$ cat src/rtl/aop_pkg.sv
`default_nettype none

package aop_pkg;

    // field widths
    localparam int COORD_W = 32;
    localparam int PROD_W = 2 * COORD_W;
    localparam int DEPTH_W = 31;
    localparam int NRM_W = 2;

    // default number of fraction bits
    localparam int FRAC_BITS_DEF = 8;

    // front to back queue
    localparam int QUEUE_DEPTH = 4;
    localparam int QPTR_W = $clog2(QUEUE_DEPTH);
    localparam int QCNT_W = QPTR_W + 1;

    // item kind
    typedef enum logic {
        ACT_LOAD = 1'b0,
        ACT_TEST = 1'b1
    } t_action;

    // whole-unit normal codes, two bit signed
    localparam logic [NRM_W-1:0] NRM_ZERO = 2'b00;
    localparam logic [NRM_W-1:0] NRM_POS = 2'b01;
    localparam logic [NRM_W-1:0] NRM_NEG = 2'b11;

    // adjusted box as it travels through the queue
    typedef struct packed {
        t_action                    action;
        logic signed [COORD_W-1:0]  min_x;
        logic signed [COORD_W-1:0]  max_x;
        logic signed [COORD_W-1:0]  min_y;
        logic signed [COORD_W-1:0]  max_y;
    } t_box;

    // queue status toward front and back
    typedef struct packed {
        logic full;
        logic empty;
    } t_q_stat;

endpackage

`default_nettype wire

$ cat src/rtl/aop_queue.sv
`default_nettype none

module aop_queue (
    input  wire logic             i_clk,
    input  wire logic             i_rst_n,
    input  wire logic             i_push,
    input  wire aop_pkg::t_box    i_push_box,
    input  wire logic             i_pop,
    output aop_pkg::t_box         o_head_box,
    output aop_pkg::t_q_stat      o_q_stat
);

    localparam int PTR_W = aop_pkg::QPTR_W;
    localparam int CNT_W = aop_pkg::QCNT_W;
    localparam int DEPTH = aop_pkg::QUEUE_DEPTH;

    aop_pkg::t_box      r_mem [DEPTH];
    logic [PTR_W-1:0]   r_wr_ptr;
    logic [PTR_W-1:0]   r_rd_ptr;
    logic [CNT_W-1:0]   r_count;
    logic [PTR_W-1:0]   n_wr_ptr;
    logic [PTR_W-1:0]   n_rd_ptr;
    logic [CNT_W-1:0]   n_count;
    logic               do_push;
    logic               do_pop;

    assign o_q_stat.full = (r_count == CNT_W'(DEPTH));
    assign o_q_stat.empty = (r_count == '0);
    assign do_push = i_push && !o_q_stat.full;
    assign do_pop = i_pop && !o_q_stat.empty;
    assign o_head_box = r_mem[r_rd_ptr];

    // pointer and fill bookkeeping
    always_comb begin
        n_wr_ptr = r_wr_ptr;
        n_rd_ptr = r_rd_ptr;
        n_count = r_count;
        if (do_push) begin
            n_wr_ptr = (r_wr_ptr == PTR_W'(DEPTH - 1)) ? '0 : r_wr_ptr + 1'b1;
        end
        if (do_pop) begin
            n_rd_ptr = (r_rd_ptr == PTR_W'(DEPTH - 1)) ? '0 : r_rd_ptr + 1'b1;
        end
        if (do_push && !do_pop) begin
            n_count = r_count + 1'b1;
        end else if (do_pop && !do_push) begin
            n_count = r_count - 1'b1;
        end
    end

    always_ff @(posedge i_clk) begin
        if (!i_rst_n) begin
            r_wr_ptr <= '0;
            r_rd_ptr <= '0;
            r_count <= '0;
        end else begin
            r_wr_ptr <= n_wr_ptr;
            r_rd_ptr <= n_rd_ptr;
            r_count <= n_count;
        end
    end

    // entry storage
    always_ff @(posedge i_clk) begin
        if (do_push) begin
            r_mem[r_wr_ptr] <= i_push_box;
        end
    end

endmodule

`default_nettype wire

$ cat config.mk
export PLATFORM = sky130hd
export DESIGN_NAME = aop_queue
export DESIGN_NICKNAME = d
export VERILOG_FILES = /design/src/rtl/aop_pkg.sv /design/src/rtl/aop_queue.sv
export SDC_FILE = /design/constraint.sdc
export NUM_CORES = 1
export LEC_CHECK = 0
export BUFFER_PORTS_ARGS = -buffer_cell sky130_fd_sc_hd__clkbuf_2
export CAP_MARGIN = 20
export CORE_AREA = 2 2 265 267
export CTS_CLUSTER_SIZE = 20
export DETAILED_ROUTE_END_ITERATION = 6
export DIE_AREA = 0 0 267 269
export PLACE_DENSITY_LB_ADDON = 0.08
export SLEW_MARGIN = 5
export SYNTH_ARGS = -nofsm -noshare
export SYNTH_HDL_FRONTEND = slang
export SYNTH_SLANG_ARGS = --single-unit
$ cat constraint.sdc
create_clock -name i_clk -period 12.14 [get_ports i_clk]
set_input_delay 0.607 -clock i_clk [delete_from_list [all_inputs] [get_ports i_clk]]
set_output_delay 0.607 -clock i_clk [all_outputs]
set_load 0.03 [all_outputs]
==> results.md <==
- Number of global-route vias before repair: between 9000 and 10000
- DRC: 0
- Crit. End Element: output pin
- CP startpoint kind: flop
- Setup TNS: 0 ns
- Syn-to-layout area delta: 22.6%
- Gpl congestion: 0.666
- Crit share post-route: approximately 35%
- Most frequent cell on the critical path: buf_4
- Outcome: finished clean
- Worst path arrival time: 3.59 ns
- Num rows: 97
- Post-synth top area share: 81.1%
- Final ANT Viol Nets: 0
- Reg clk slew, reported paths: 0.06 ns
- CTS Root Cell: clkbuf_16
- Slew @ Worst Pin: 0.897 ns
- Power Density: 229 nW/um^2
- Hold violation total from the final report: 0
- Post-layout min period: 4.20 ns
- CTS sink cnt: 525
- CP max stage delay: approximately 0.73 ns
- DR vias/cell: 4.24
- Final setup violation count: 0
- Detailed placer's ending HPWL: ~25000 um
- Hold buffers post-CTS: 0
- Number of setup buffers added after CTS: 0
- Netlist cell types: 24
- Yosys warnings: 0
- WS Path Type: reg -> out
- Initial core utilization: 27.6%
- Leakage power total: 0.00773 uW
- Htree depth: 2
- Grt ovf: 0
- Max-slew violations: 0
- RSZ-0062 raised after global routing: no
- DR WL/cell: about 21 um
- # port buffers: 263
- Quantity of gates resized following cts: 0
- Seq/Total Area, Yosys: 82.1%
- Die H: 269 um
- Drt pass-1 iters: 5
- HP Class: in -> reg
- Num CTS Buffers: 59
- Fill cell count: 6570
- Commonest non-fill, non-tap cell in the layout: edfxtp_1
- Layout cell share with drive strength beyond 1: 45.9%
- Mapped cell area: 19100 sq um
- Cells after Synth: 724
- Number of max-cap violations: 0
- Relative slew slack: 40.2%
- Worst Skew: 0.0188 ns
- Worst vdd ir: 125 uV
- Tot GR Track Use: a little under an eighth
- Min Hold Slack: 0.220 ns
- NumNets Final: 1171
- Syn Nets: 864
- Via Count: 8585
- Die W: 267 um
- Top Ports: 264
- Most frequent cells in the layout: edfxtp_1 (516), clkbuf_2 (263), mux4_2 (129), clkbuf_16 (61)
- First-pass GRT wire length: ~63000 um
- Slowest cell on the critical path: dfxtp_4
- Core area: 69300 sq um
- Post-synth top area cell: edfxtp_1
- Clock Tree Buf Depth: 3
- DRT iter0 DRCs: 437
- Synth top area cells: edfxtp_1 (81%), mux4_2 (15%), dfxtp_1 (0.94%)
- Largest net degree at the start of global routing: 54
- Crit Path Max Fanout: 34
- Fmax: 238 MHz
- Insertion delay to the later sink of the worst-skew pair: 0.60 ns
- Initial antenna violation count: 6
- Seq cells post-synth: about 530
- CP cell instances: buf_4 > buf_4 > mux4_2 > clkbuf_2
- Worst path required time: 11.53 ns
- Die ar.: 71800 sq um
- CTS tree: built
- Routed wire length: 42400 um
- Syn avg cell area: 26.4 sq um
-- path summary, 6_finish.rpt --
path / from / end / slack, ns / cells past startpoint
min: i_push_box[28] / r_mem[2][28] / 0.22 / 1
max reg2reg: r_count[0] / r_mem[3][102] / 9.09 / 4
max: flop / o_head_box[80] / 7.94 / 4
min reg2reg: r_wr_ptr[1] / r_wr_ptr[1] / 0.50 / 2
-- worst max-delay path: cells and delay by family (launching register included) --
family / cells / cell delay [ns]
flip-flops: 1 / 0.73
multiplexers: 1 / 0.60
buffers and inverters: 3 / 1.58
-- flip-flops by register name, summed over array words and instances, names as in the netlist, named ones only --
name	cells
r_rd_ptr	2
r_wr_ptr	2
r_count	3
r_mem	516
-- area by class of cell --
cell class / count / area, sq um / share of cell area (%)
repair buffers: 276 / 1410 / 6.04
flip-flops and latches: 525 / 15700 / 67.0
clock inverters: 36 / 349 / 1.49
inverters: 3 / 11.3 / 0.0481
diodes: 4 / 10.0 / 0.0428
well taps: 940 / 1180 / 5.03
clock buffers: 73 / 1570 / 6.71
multi-input cells: 166 / 3190 / 13.6
-- power by group --
| group | leakage, uW | switching (uW) | internal, uW | total, uW |
|---|---|---|---|---|
| combinational | 0.00198 | 861 | 465 | 1330 |
| sequential | 0.00480 | 75.2 | 2210 | 2280 |
| clock | 0.000945 | 697 | 1060 | 1760 |
-- logic make-up (layout without fill, tap and decap cells) --
kind of cell,count (synthesis),in the layout,synth area share (%)
adder cells (fa/ha/maj),7,7,0.498
XOR/XNOR,2,2,0.0917
multiplexers,132,132,15.4
flip-flops,525,525,82.1
buffers and inverters,33,388,1.26
AND/OR/NAND/NOR,20,20,0.537
other,0,4,0
AO/OA/AOI/OAI,5,5,0.157
-- synthesized netlist by cell type --
cell,count
and2_1,5
fa_1,1
nand2_1,6
or3_1,1
mux2i_1,3
inv_1,3
clkbuf_1,5
nor2b_1,2
nand3_1,2
dfxtp_1,9
xor2_1,1
a21boi_0,1
ha_1,6
nor2_1,2
buf_2,10
o31ai_1,1
xnor2_1,1
buf_6,13
nor3_1,1
nor3b_1,1
mux4_2,129
o21ai_0,3
edfxtp_1,516
buf_4,2
-- through the flow --
stage               total power [uW]  instances  worst slack [ns]  utilization (%)  instance area [sq um]
floorplan                       3300        724              7.66                -                  19100
global placement                3710       1910              8.30             31.0                  21500
detailed placement              3700       1910              8.31             31.0                  21500
CTS                             5500       2019              7.62             33.8                  23400
global route                    5620       2021              7.52             33.8                  23400
finish                          5370       2023              7.94             33.8                  23400
-- metal layers --
| layer | track usage (%) | routed length, um |
|---|---|---|
| met5 | 0 | 38 |
| met4 | 4.16 | 1020 |
| met3 | 4.02 | 2960 |
| met2 | 19.3 | 20800 |
| met1 | 14.6 | 17600 |
Note: power is estimated with default switching activity, not from simulation.
