### src/rtl/aop_pkg.sv
`default_nettype none

package aop_pkg;

    // field widths
    localparam int COORD_W = 32;
    localparam int PROD_W = 2 * COORD_W;
    localparam int DEPTH_W = 31;
    localparam int NRM_W = 2;

    // default number of fraction bits
    localparam int FRAC_BITS_DEF = 8;

    // front to back queue
    localparam int QUEUE_DEPTH = 4;
    localparam int QPTR_W = $clog2(QUEUE_DEPTH);
    localparam int QCNT_W = QPTR_W + 1;

    // item kind
    typedef enum logic {
        ACT_LOAD = 1'b0,
        ACT_TEST = 1'b1
    } t_action;

    // whole-unit normal codes, two bit signed
    localparam logic [NRM_W-1:0] NRM_ZERO = 2'b00;
    localparam logic [NRM_W-1:0] NRM_POS = 2'b01;
    localparam logic [NRM_W-1:0] NRM_NEG = 2'b11;

    // adjusted box as it travels through the queue
    typedef struct packed {
        t_action                    action;
        logic signed [COORD_W-1:0]  min_x;
        logic signed [COORD_W-1:0]  max_x;
        logic signed [COORD_W-1:0]  min_y;
        logic signed [COORD_W-1:0]  max_y;
    } t_box;

    // queue status toward front and back
    typedef struct packed {
        logic full;
        logic empty;
    } t_q_stat;

endpackage

`default_nettype wire

### src/rtl/aop_back.sv
`default_nettype none

module aop_back (
    input  wire logic                           i_clk,
    input  wire logic                           i_rst_n,
    input  wire aop_pkg::t_box                  i_head_box,
    input  wire aop_pkg::t_q_stat               i_q_stat,
    output logic                                o_pop,
    output logic                                o_out_valid,
    input  wire logic                           i_out_stall,
    output logic                                o_hit,
    output logic [aop_pkg::DEPTH_W-1:0]         o_depth,
    output logic signed [aop_pkg::NRM_W-1:0]    o_normal_x,
    output logic signed [aop_pkg::NRM_W-1:0]    o_normal_y
);

    localparam int CW = aop_pkg::COORD_W;
    localparam int EW = CW + 1;     // extent and center
    localparam int DW = CW + 2;     // center difference
    localparam int PW = CW + 3;     // overlap
    localparam int OW = aop_pkg::DEPTH_W;
    localparam int NW = aop_pkg::NRM_W;

    // stored box a
    logic signed [CW-1:0]   r_a_min_x;
    logic signed [CW-1:0]   r_a_max_x;
    logic signed [CW-1:0]   r_a_min_y;
    logic signed [CW-1:0]   r_a_max_y;

    // stage 1: extents and hit
    logic                   r_b1_valid;
    logic                   r_b1_hit;
    logic signed [EW-1:0]   r_b1_ex_ax;
    logic signed [EW-1:0]   r_b1_ex_bx;
    logic signed [EW-1:0]   r_b1_ex_ay;
    logic signed [EW-1:0]   r_b1_ex_by;
    logic signed [CW-1:0]   r_b1_amin_x;
    logic signed [CW-1:0]   r_b1_bmin_x;
    logic signed [CW-1:0]   r_b1_amin_y;
    logic signed [CW-1:0]   r_b1_bmin_y;

    // stage 2: centers and half sums
    logic                   r_b2_valid;
    logic                   r_b2_hit;
    logic signed [EW-1:0]   r_b2_ca_x;
    logic signed [EW-1:0]   r_b2_cb_x;
    logic signed [EW-1:0]   r_b2_ca_y;
    logic signed [EW-1:0]   r_b2_cb_y;
    logic signed [EW-1:0]   r_b2_hs_x;
    logic signed [EW-1:0]   r_b2_hs_y;

    // stage 3: center differences
    logic                   r_b3_valid;
    logic                   r_b3_hit;
    logic signed [DW-1:0]   r_b3_d_x;
    logic signed [DW-1:0]   r_b3_d_y;
    logic signed [EW-1:0]   r_b3_hs_x;
    logic signed [EW-1:0]   r_b3_hs_y;

    // stage 4: overlaps
    logic                   r_b4_valid;
    logic                   r_b4_hit;
    logic signed [PW-1:0]   r_b4_p_x;
    logic signed [PW-1:0]   r_b4_p_y;
    logic [NW-1:0]          r_b4_n_x;
    logic [NW-1:0]          r_b4_n_y;

    // stage 5: chosen axis
    logic                   r_b5_valid;
    logic                   r_b5_hit;
    logic signed [PW-1:0]   r_b5_p;
    logic [NW-1:0]          r_b5_n_x;
    logic [NW-1:0]          r_b5_n_y;

    // result register
    logic                   r_out_valid;
    logic                   r_hit;
    logic [OW-1:0]          r_depth;
    logic [NW-1:0]          r_normal_x;
    logic [NW-1:0]          r_normal_y;

    logic                   b_en;
    logic                   is_load;
    logic                   n_b1_valid;
    logic                   hit_now;
    logic signed [EW-1:0]   ha_x;
    logic signed [EW-1:0]   hb_x;
    logic signed [EW-1:0]   ha_y;
    logic signed [EW-1:0]   hb_y;
    logic signed [PW-1:0]   p_x;
    logic signed [PW-1:0]   p_y;
    logic [PW-1:0]          mag;

    // negated sign of a center difference as a normal code
    function automatic logic [NW-1:0] neg_sign(input logic signed [DW-1:0] d);
        logic [NW-1:0] code;
        if (d > 0) begin
            code = aop_pkg::NRM_NEG;
        end else if (d < 0) begin
            code = aop_pkg::NRM_POS;
        end else begin
            code = aop_pkg::NRM_ZERO;
        end
        return code;
    endfunction

    // whole back pipeline moves unless the result register is held
    assign b_en = !(r_out_valid && i_out_stall);
    assign o_pop = b_en && !i_q_stat.empty;
    assign is_load = (i_head_box.action == aop_pkg::ACT_LOAD);
    assign n_b1_valid = o_pop && !is_load;

    assign hit_now = (r_a_min_x <= i_head_box.max_x) && (r_a_max_x >= i_head_box.min_x) &&
                     (r_a_min_y <= i_head_box.max_y) && (r_a_max_y >= i_head_box.min_y);

    // box a update on a load item
    always_ff @(posedge i_clk) begin
        if (!i_rst_n) begin
            r_a_min_x <= '0;
            r_a_max_x <= '0;
            r_a_min_y <= '0;
            r_a_max_y <= '0;
        end else if (o_pop && is_load) begin
            r_a_min_x <= i_head_box.min_x;
            r_a_max_x <= i_head_box.max_x;
            r_a_min_y <= i_head_box.min_y;
            r_a_max_y <= i_head_box.max_y;
        end
    end

    // valid chain
    always_ff @(posedge i_clk) begin
        if (!i_rst_n) begin
            r_b1_valid <= 1'b0;
            r_b2_valid <= 1'b0;
            r_b3_valid <= 1'b0;
            r_b4_valid <= 1'b0;
            r_b5_valid <= 1'b0;
            r_out_valid <= 1'b0;
        end else if (b_en) begin
            r_b1_valid <= n_b1_valid;
            r_b2_valid <= r_b1_valid;
            r_b3_valid <= r_b2_valid;
            r_b4_valid <= r_b3_valid;
            r_b5_valid <= r_b4_valid;
            r_out_valid <= r_b5_valid;
        end
    end

    // stage 1
    always_ff @(posedge i_clk) begin
        if (b_en) begin
            r_b1_hit <= hit_now;
            r_b1_ex_ax <= EW'(r_a_max_x) - EW'(r_a_min_x);
            r_b1_ex_bx <= EW'(i_head_box.max_x) - EW'(i_head_box.min_x);
            r_b1_ex_ay <= EW'(r_a_max_y) - EW'(r_a_min_y);
            r_b1_ex_by <= EW'(i_head_box.max_y) - EW'(i_head_box.min_y);
            r_b1_amin_x <= r_a_min_x;
            r_b1_bmin_x <= i_head_box.min_x;
            r_b1_amin_y <= r_a_min_y;
            r_b1_bmin_y <= i_head_box.min_y;
        end
    end

    // floor halves of the extents
    assign ha_x = r_b1_ex_ax >>> 1;
    assign hb_x = r_b1_ex_bx >>> 1;
    assign ha_y = r_b1_ex_ay >>> 1;
    assign hb_y = r_b1_ex_by >>> 1;

    // stage 2
    always_ff @(posedge i_clk) begin
        if (b_en) begin
            r_b2_hit <= r_b1_hit;
            r_b2_ca_x <= EW'(r_b1_amin_x) + ha_x;
            r_b2_cb_x <= EW'(r_b1_bmin_x) + hb_x;
            r_b2_ca_y <= EW'(r_b1_amin_y) + ha_y;
            r_b2_cb_y <= EW'(r_b1_bmin_y) + hb_y;
            r_b2_hs_x <= ha_x + hb_x;
            r_b2_hs_y <= ha_y + hb_y;
        end
    end

    // stage 3
    always_ff @(posedge i_clk) begin
        if (b_en) begin
            r_b3_hit <= r_b2_hit;
            r_b3_d_x <= DW'(r_b2_cb_x) - DW'(r_b2_ca_x);
            r_b3_d_y <= DW'(r_b2_cb_y) - DW'(r_b2_ca_y);
            r_b3_hs_x <= r_b2_hs_x;
            r_b3_hs_y <= r_b2_hs_y;
        end
    end

    // half sum minus absolute center difference
    assign p_x = (r_b3_d_x < 0) ? PW'(r_b3_hs_x) + PW'(r_b3_d_x)
                                : PW'(r_b3_hs_x) - PW'(r_b3_d_x);
    assign p_y = (r_b3_d_y < 0) ? PW'(r_b3_hs_y) + PW'(r_b3_d_y)
                                : PW'(r_b3_hs_y) - PW'(r_b3_d_y);

    // stage 4
    always_ff @(posedge i_clk) begin
        if (b_en) begin
            r_b4_hit <= r_b3_hit;
            r_b4_p_x <= p_x;
            r_b4_p_y <= p_y;
            r_b4_n_x <= neg_sign(r_b3_d_x);
            r_b4_n_y <= neg_sign(r_b3_d_y);
        end
    end

    // stage 5: smaller overlap axis, tie to y
    always_ff @(posedge i_clk) begin
        if (b_en) begin
            r_b5_hit <= r_b4_hit;
            if (r_b4_p_x < r_b4_p_y) begin
                r_b5_p <= r_b4_p_x;
                r_b5_n_x <= r_b4_n_x;
                r_b5_n_y <= aop_pkg::NRM_ZERO;
            end else begin
                r_b5_p <= r_b4_p_y;
                r_b5_n_x <= aop_pkg::NRM_ZERO;
                r_b5_n_y <= r_b4_n_y;
            end
        end
    end

    // magnitude, then saturate into the depth field
    assign mag = (r_b5_p < 0) ? PW'(-r_b5_p) : PW'(r_b5_p);

    always_ff @(posedge i_clk) begin
        if (b_en) begin
            r_hit <= r_b5_hit;
            if (!r_b5_hit) begin
                r_depth <= '0;
                r_normal_x <= aop_pkg::NRM_ZERO;
                r_normal_y <= aop_pkg::NRM_ZERO;
            end else begin
                r_depth <= (mag > PW'({OW{1'b1}})) ? {OW{1'b1}} : mag[OW-1:0];
                r_normal_x <= r_b5_n_x;
                r_normal_y <= r_b5_n_y;
            end
        end
    end

    assign o_out_valid = r_out_valid;
    assign o_hit = r_hit;
    assign o_depth = r_depth;
    assign o_normal_x = r_normal_x;
    assign o_normal_y = r_normal_y;

endmodule

`default_nettype wire

### config.mk
export PLATFORM = sky130hd
export DESIGN_NAME = aop_back
export DESIGN_NICKNAME = d
export VERILOG_FILES = /design/src/rtl/aop_pkg.sv /design/src/rtl/aop_back.sv
export SDC_FILE = /design/constraint.sdc
export NUM_CORES = 2
export LEC_CHECK = 0
export BUFFER_PORTS_ARGS = -buffer_cell sky130_fd_sc_hd__buf_2
export CORE_UTILIZATION = 45
export CTS_BUF_LIST = sky130_fd_sc_hd__clkbuf_2 sky130_fd_sc_hd__clkbuf_4 sky130_fd_sc_hd__clkbuf_8
export CTS_CLUSTER_DIAMETER = 200
export DETAILED_ROUTE_END_ITERATION = 12
export PLACE_DENSITY = 0.68
export SYNTH_ARGS = -nofsm -noshare
export SYNTH_HDL_FRONTEND = slang
export SYNTH_SLANG_ARGS = --single-unit
### constraint.sdc
create_clock -name i_clk -period 50.4 [get_ports i_clk]
set_input_delay 5.04 -clock i_clk [delete_from_list [all_inputs] [get_ports i_clk]]
set_output_delay 5.04 -clock i_clk [all_outputs]
set_load 0.005 [all_outputs]
==> results summary <==
The estimated wirelength of the detail-placed design came out at 106000 um. Detailed routing inserted a total of 41200 vias. In this run the register-to-register setup slack is 45.22 ns. The most critical setup path has its endpoint at o_pop. On the final layout, the worst clock skew is 0.0602 ns. The count of standard-cell rows came out at 129.

The unique cell type count in the Yosys netlist is 76. The global-route usage over all layers came out at 21.4%. Setup repair after global routing left no endpoint under its margin. Of all nets on the critical path, the largest fanout is 10. Setup total negative slack on the finished layout was measured at 0 ns. Yosys attributes the largest share of cell area to sky130_fd_sc_hd__edfxtp_1, sky130_fd_sc_hd__ha_1, sky130_fd_sc_hd__dfxtp_1. STA classifies the critical path startpoint as a primary input. After synthesis the cells add up to 0.0562 mm2. TritonCTS built the clock tree.

The min-delay analysis places its worst path in the category reg -> reg. The data arrival time of the worst path is 5.74 ns. The type of element capturing the critical path is a primary output. The maximum clock frequency is 92.8 MHz. In the synthesized netlist the dominant register cell turns out to be sky130_fd_sc_hd__edfxtp_1. The cell type contributing the most total cell area after synthesis is sky130_fd_sc_hd__edfxtp_1. The number of synthesized flops with an enable pin is 742. The cell sitting at the root of the clock tree is a sky130_fd_sc_hd__clkbuf_8. The largest net degree at the start of global routing came out at 193. The worst register-to-register path has a depth of 18.

The post-route worst hold slack is 0.413 ns. The number of nets in the synthesized netlist came out at 6217. The starting density of the core came out at 45.4%. The maximum level of the CTS H-tree is 4. After filler insertion, the fill cell instance count of the layout stands at 11200. The first-pass GRT wire length is 213000 um. The wire length per cell came out at 18.2 um. The area added between synthesis and finish is 10.9%.

The number of gates resized after CTS is 0. Clock-pin slew was measured on the worst setup and hold paths at 0.06 ns. The floorplan step set the die width to 355 um. The minimum period implied by the final worst setup slack is 10.78 ns. The fraction of layout cells with a size suffix above 1 is 9.85%. The number of standard cells after synthesis is 5452.

The worst endpoint required time came out at 45.36 ns. The checks that failed: DRC. The start point of the critical path is i_out_stall. The power per cell area came out at 64.4 mW/mm2. The hold violation total from the final report came out at 0.

The count of endpoints failing setup in the final report is 0. The total of buffers placed on input and output ports came out at 170. The worst path uses 21.4% of the clock period. The number of clock sinks seen by CTS is 876. The average size of a mapped cell is 10.3 um2. The remaining antenna violation count after routing came out at 0.

The type of the worst setup path is in -> out. Once the clock tree was built, the setup fixing pass inserted 0 buffers. The total of hold buffers inserted after clock tree synthesis is 0. The endpoint of the lowest-slack register-to-register path is r_b4_p_y[33]. Across the VDD grid, the largest voltage drop is 0.0325 mV. For this design the top-level I/O count stands at 172. The die covers 0.126 mm2.

The most common cell in the synthesized netlist is sky130_fd_sc_hd__edfxtp_1. The last weighted congestion value of the routability-driven placer came out at 0.940. The die height is 355 um. Max-cap violations in this run came to 0. The number of warnings reported in the yosys synthesis log came out at 0. The number of pins with negative max-slew slack in the final report came out at 0. The first-iteration detailed-routing DRC count is 3444. The deepest clock path buffer count is 3.

The flow ran to the end, but the final reports show violations. The post-detailed-route DRC marker count came out at 11. Summed over all layers, the routed wires come to 136000 um. Ranked by instance count, the synthesized netlist is headed by sky130_fd_sc_hd__edfxtp_1, sky130_fd_sc_hd__ha_1, sky130_fd_sc_hd__nand2_1. The number of optimization iterations in the first detailed-route pass came out at 10. The worst reg2reg path startpoint is r_b3_d_y[0].

The leakage power figure is 0.0272 uW. The relative slew slack came out at 23.8%. The via count of the first global-routing pass came out at 38900. The sequential share of the synthesized area is 44.4%. The clock latency of the later-clocked register in the worst-skew pair came out at 0.89 ns. The area of the core is 0.124 mm2.

The remaining global-route overflow came out at 0. After synthesis, the largest area contributor takes up 39.7% of total cell area. The final-stage net count is 6476. At the pin with the least slew margin, the transition time is 1.13 ns. For this run, asynchronously set or reset flops after synthesis account for 0%.

The clock buffer count from CTS is 153. The initial antenna violation count came to 16. The detailed-route vias per instance came out at 5.50.

The number of synthesized register bits came out at 876.
-- registers in the layout (all words and copies together), names as in the netlist, 33 cells and up --
register and count:
r_b3_hs_y 33, r_b2_hs_x 33, r_b4_p_y 35, r_b2_cb_y 33
r_b3_d_y 34, r_b5_p 35, r_b2_ca_y 33, r_b4_p_x 35
r_b2_cb_x 33, r_b2_ca_x 33, r_b2_hs_y 33, r_b3_hs_x 33
r_b3_d_x 34
-- through the flow --
stage	power, uW	cell area, um2	utilization [%]	setup slack [ns]	instances
4_1_cts	4030	62300	50.3	39.62	7476
3_3_place_gp	3260	58900	47.6	39.62	7193
5_1_grt	4310	62300	50.3	39.52	7486
3_5_place_dp	3290	58900	47.6	39.62	7193
6_report	4020	62300	50.3	39.62	7486
2_1_floorplan	2760	56200	-	29.69	5452
-- report_power, final --
part	switching, uW	total [uW]	internal (uW)
registers	144	1310	1170
clock network	316	716	400
logic	1140	1990	843
-- layout make-up --
type                    instances  area [um2]  share of cell area, %
well taps                    1637        2050                   3.29
inverters                     451        1700                   2.73
diodes                         10        25.0                 0.0402
multi-input cells            4039       29200                   46.9
repair buffers                190        1020                   1.63
clock inverters                83         833                   1.34
clock buffers                 200        2530                   4.06
flip-flops and latches        876       25000                   40.1
-- cell families (layout without fill, tap and decap cells) --
logic type,count (synthesis),after routing,share of synthesized area (%)
fa+ha+maj,631,631,14.2
simple gates,1373,1373,11.6
flops,876,876,44.4
mux,47,47,0.927
buf+inv,537,924,3.63
compound gates,1528,1528,17.9
xor+xnor,460,460,7.17
other cells,0,10,0
-- cell usage in the layout (no fill, tap or decap), drive strengths merged, types with 85 or more instances in the layout --
cell and count:
xor2 184, nor2 295, buf 190, dfxtp 134, nand3 86, inv 459
a21o 231, xnor2 276, ha 617, nand2 501, clkbuf 200, a21boi 178
edfxtp 742, o21a 85, o21ai 224, a21oi 463
-- worst min-delay path by stage --
| stage | depth (start not counted) | startpoint | slack [ns] | endpoint |
|---|---|---|---|---|
| floorplan | 0 | r_b1_hit | 0.40 | r_b2_hit |
| global placement | 0 | r_b4_hit | 0.40 | r_b5_hit |
| detailed placement | 0 | r_b2_hs_x[25] | 0.40 | r_b3_hs_x[25] |
| CTS | 0 | r_b2_hs_y[31] | 0.41 | r_b3_hs_y[31] |
| global route | 0 | r_b2_hs_x[3] | 0.42 | r_b3_hs_x[3] |
| finish | 0 | r_b2_hs_y[21] | 0.41 | r_b3_hs_y[21] |
-- worst max-delay path, cell delays in order --
cell and delay [ns]:
sky130_fd_sc_hd__buf_2 0.07, sky130_fd_sc_hd__and2_1 0.42, sky130_fd_sc_hd__nor2_1 0.07, sky130_fd_sc_hd__buf_2 0.14
-- routing by layer --
layer	up-vias	global-route usage, %	routed length, um	part of all wire (%)
li1	20500	-	-	-
met2	1110	31.0	56300	41
met3	206	3.55	8300	6.1
met4	4	7.31	3750	2.7
met5	-	0	26	0.019
met1	19300	31.9	68000	50
(Power assumes the default switching activity.)
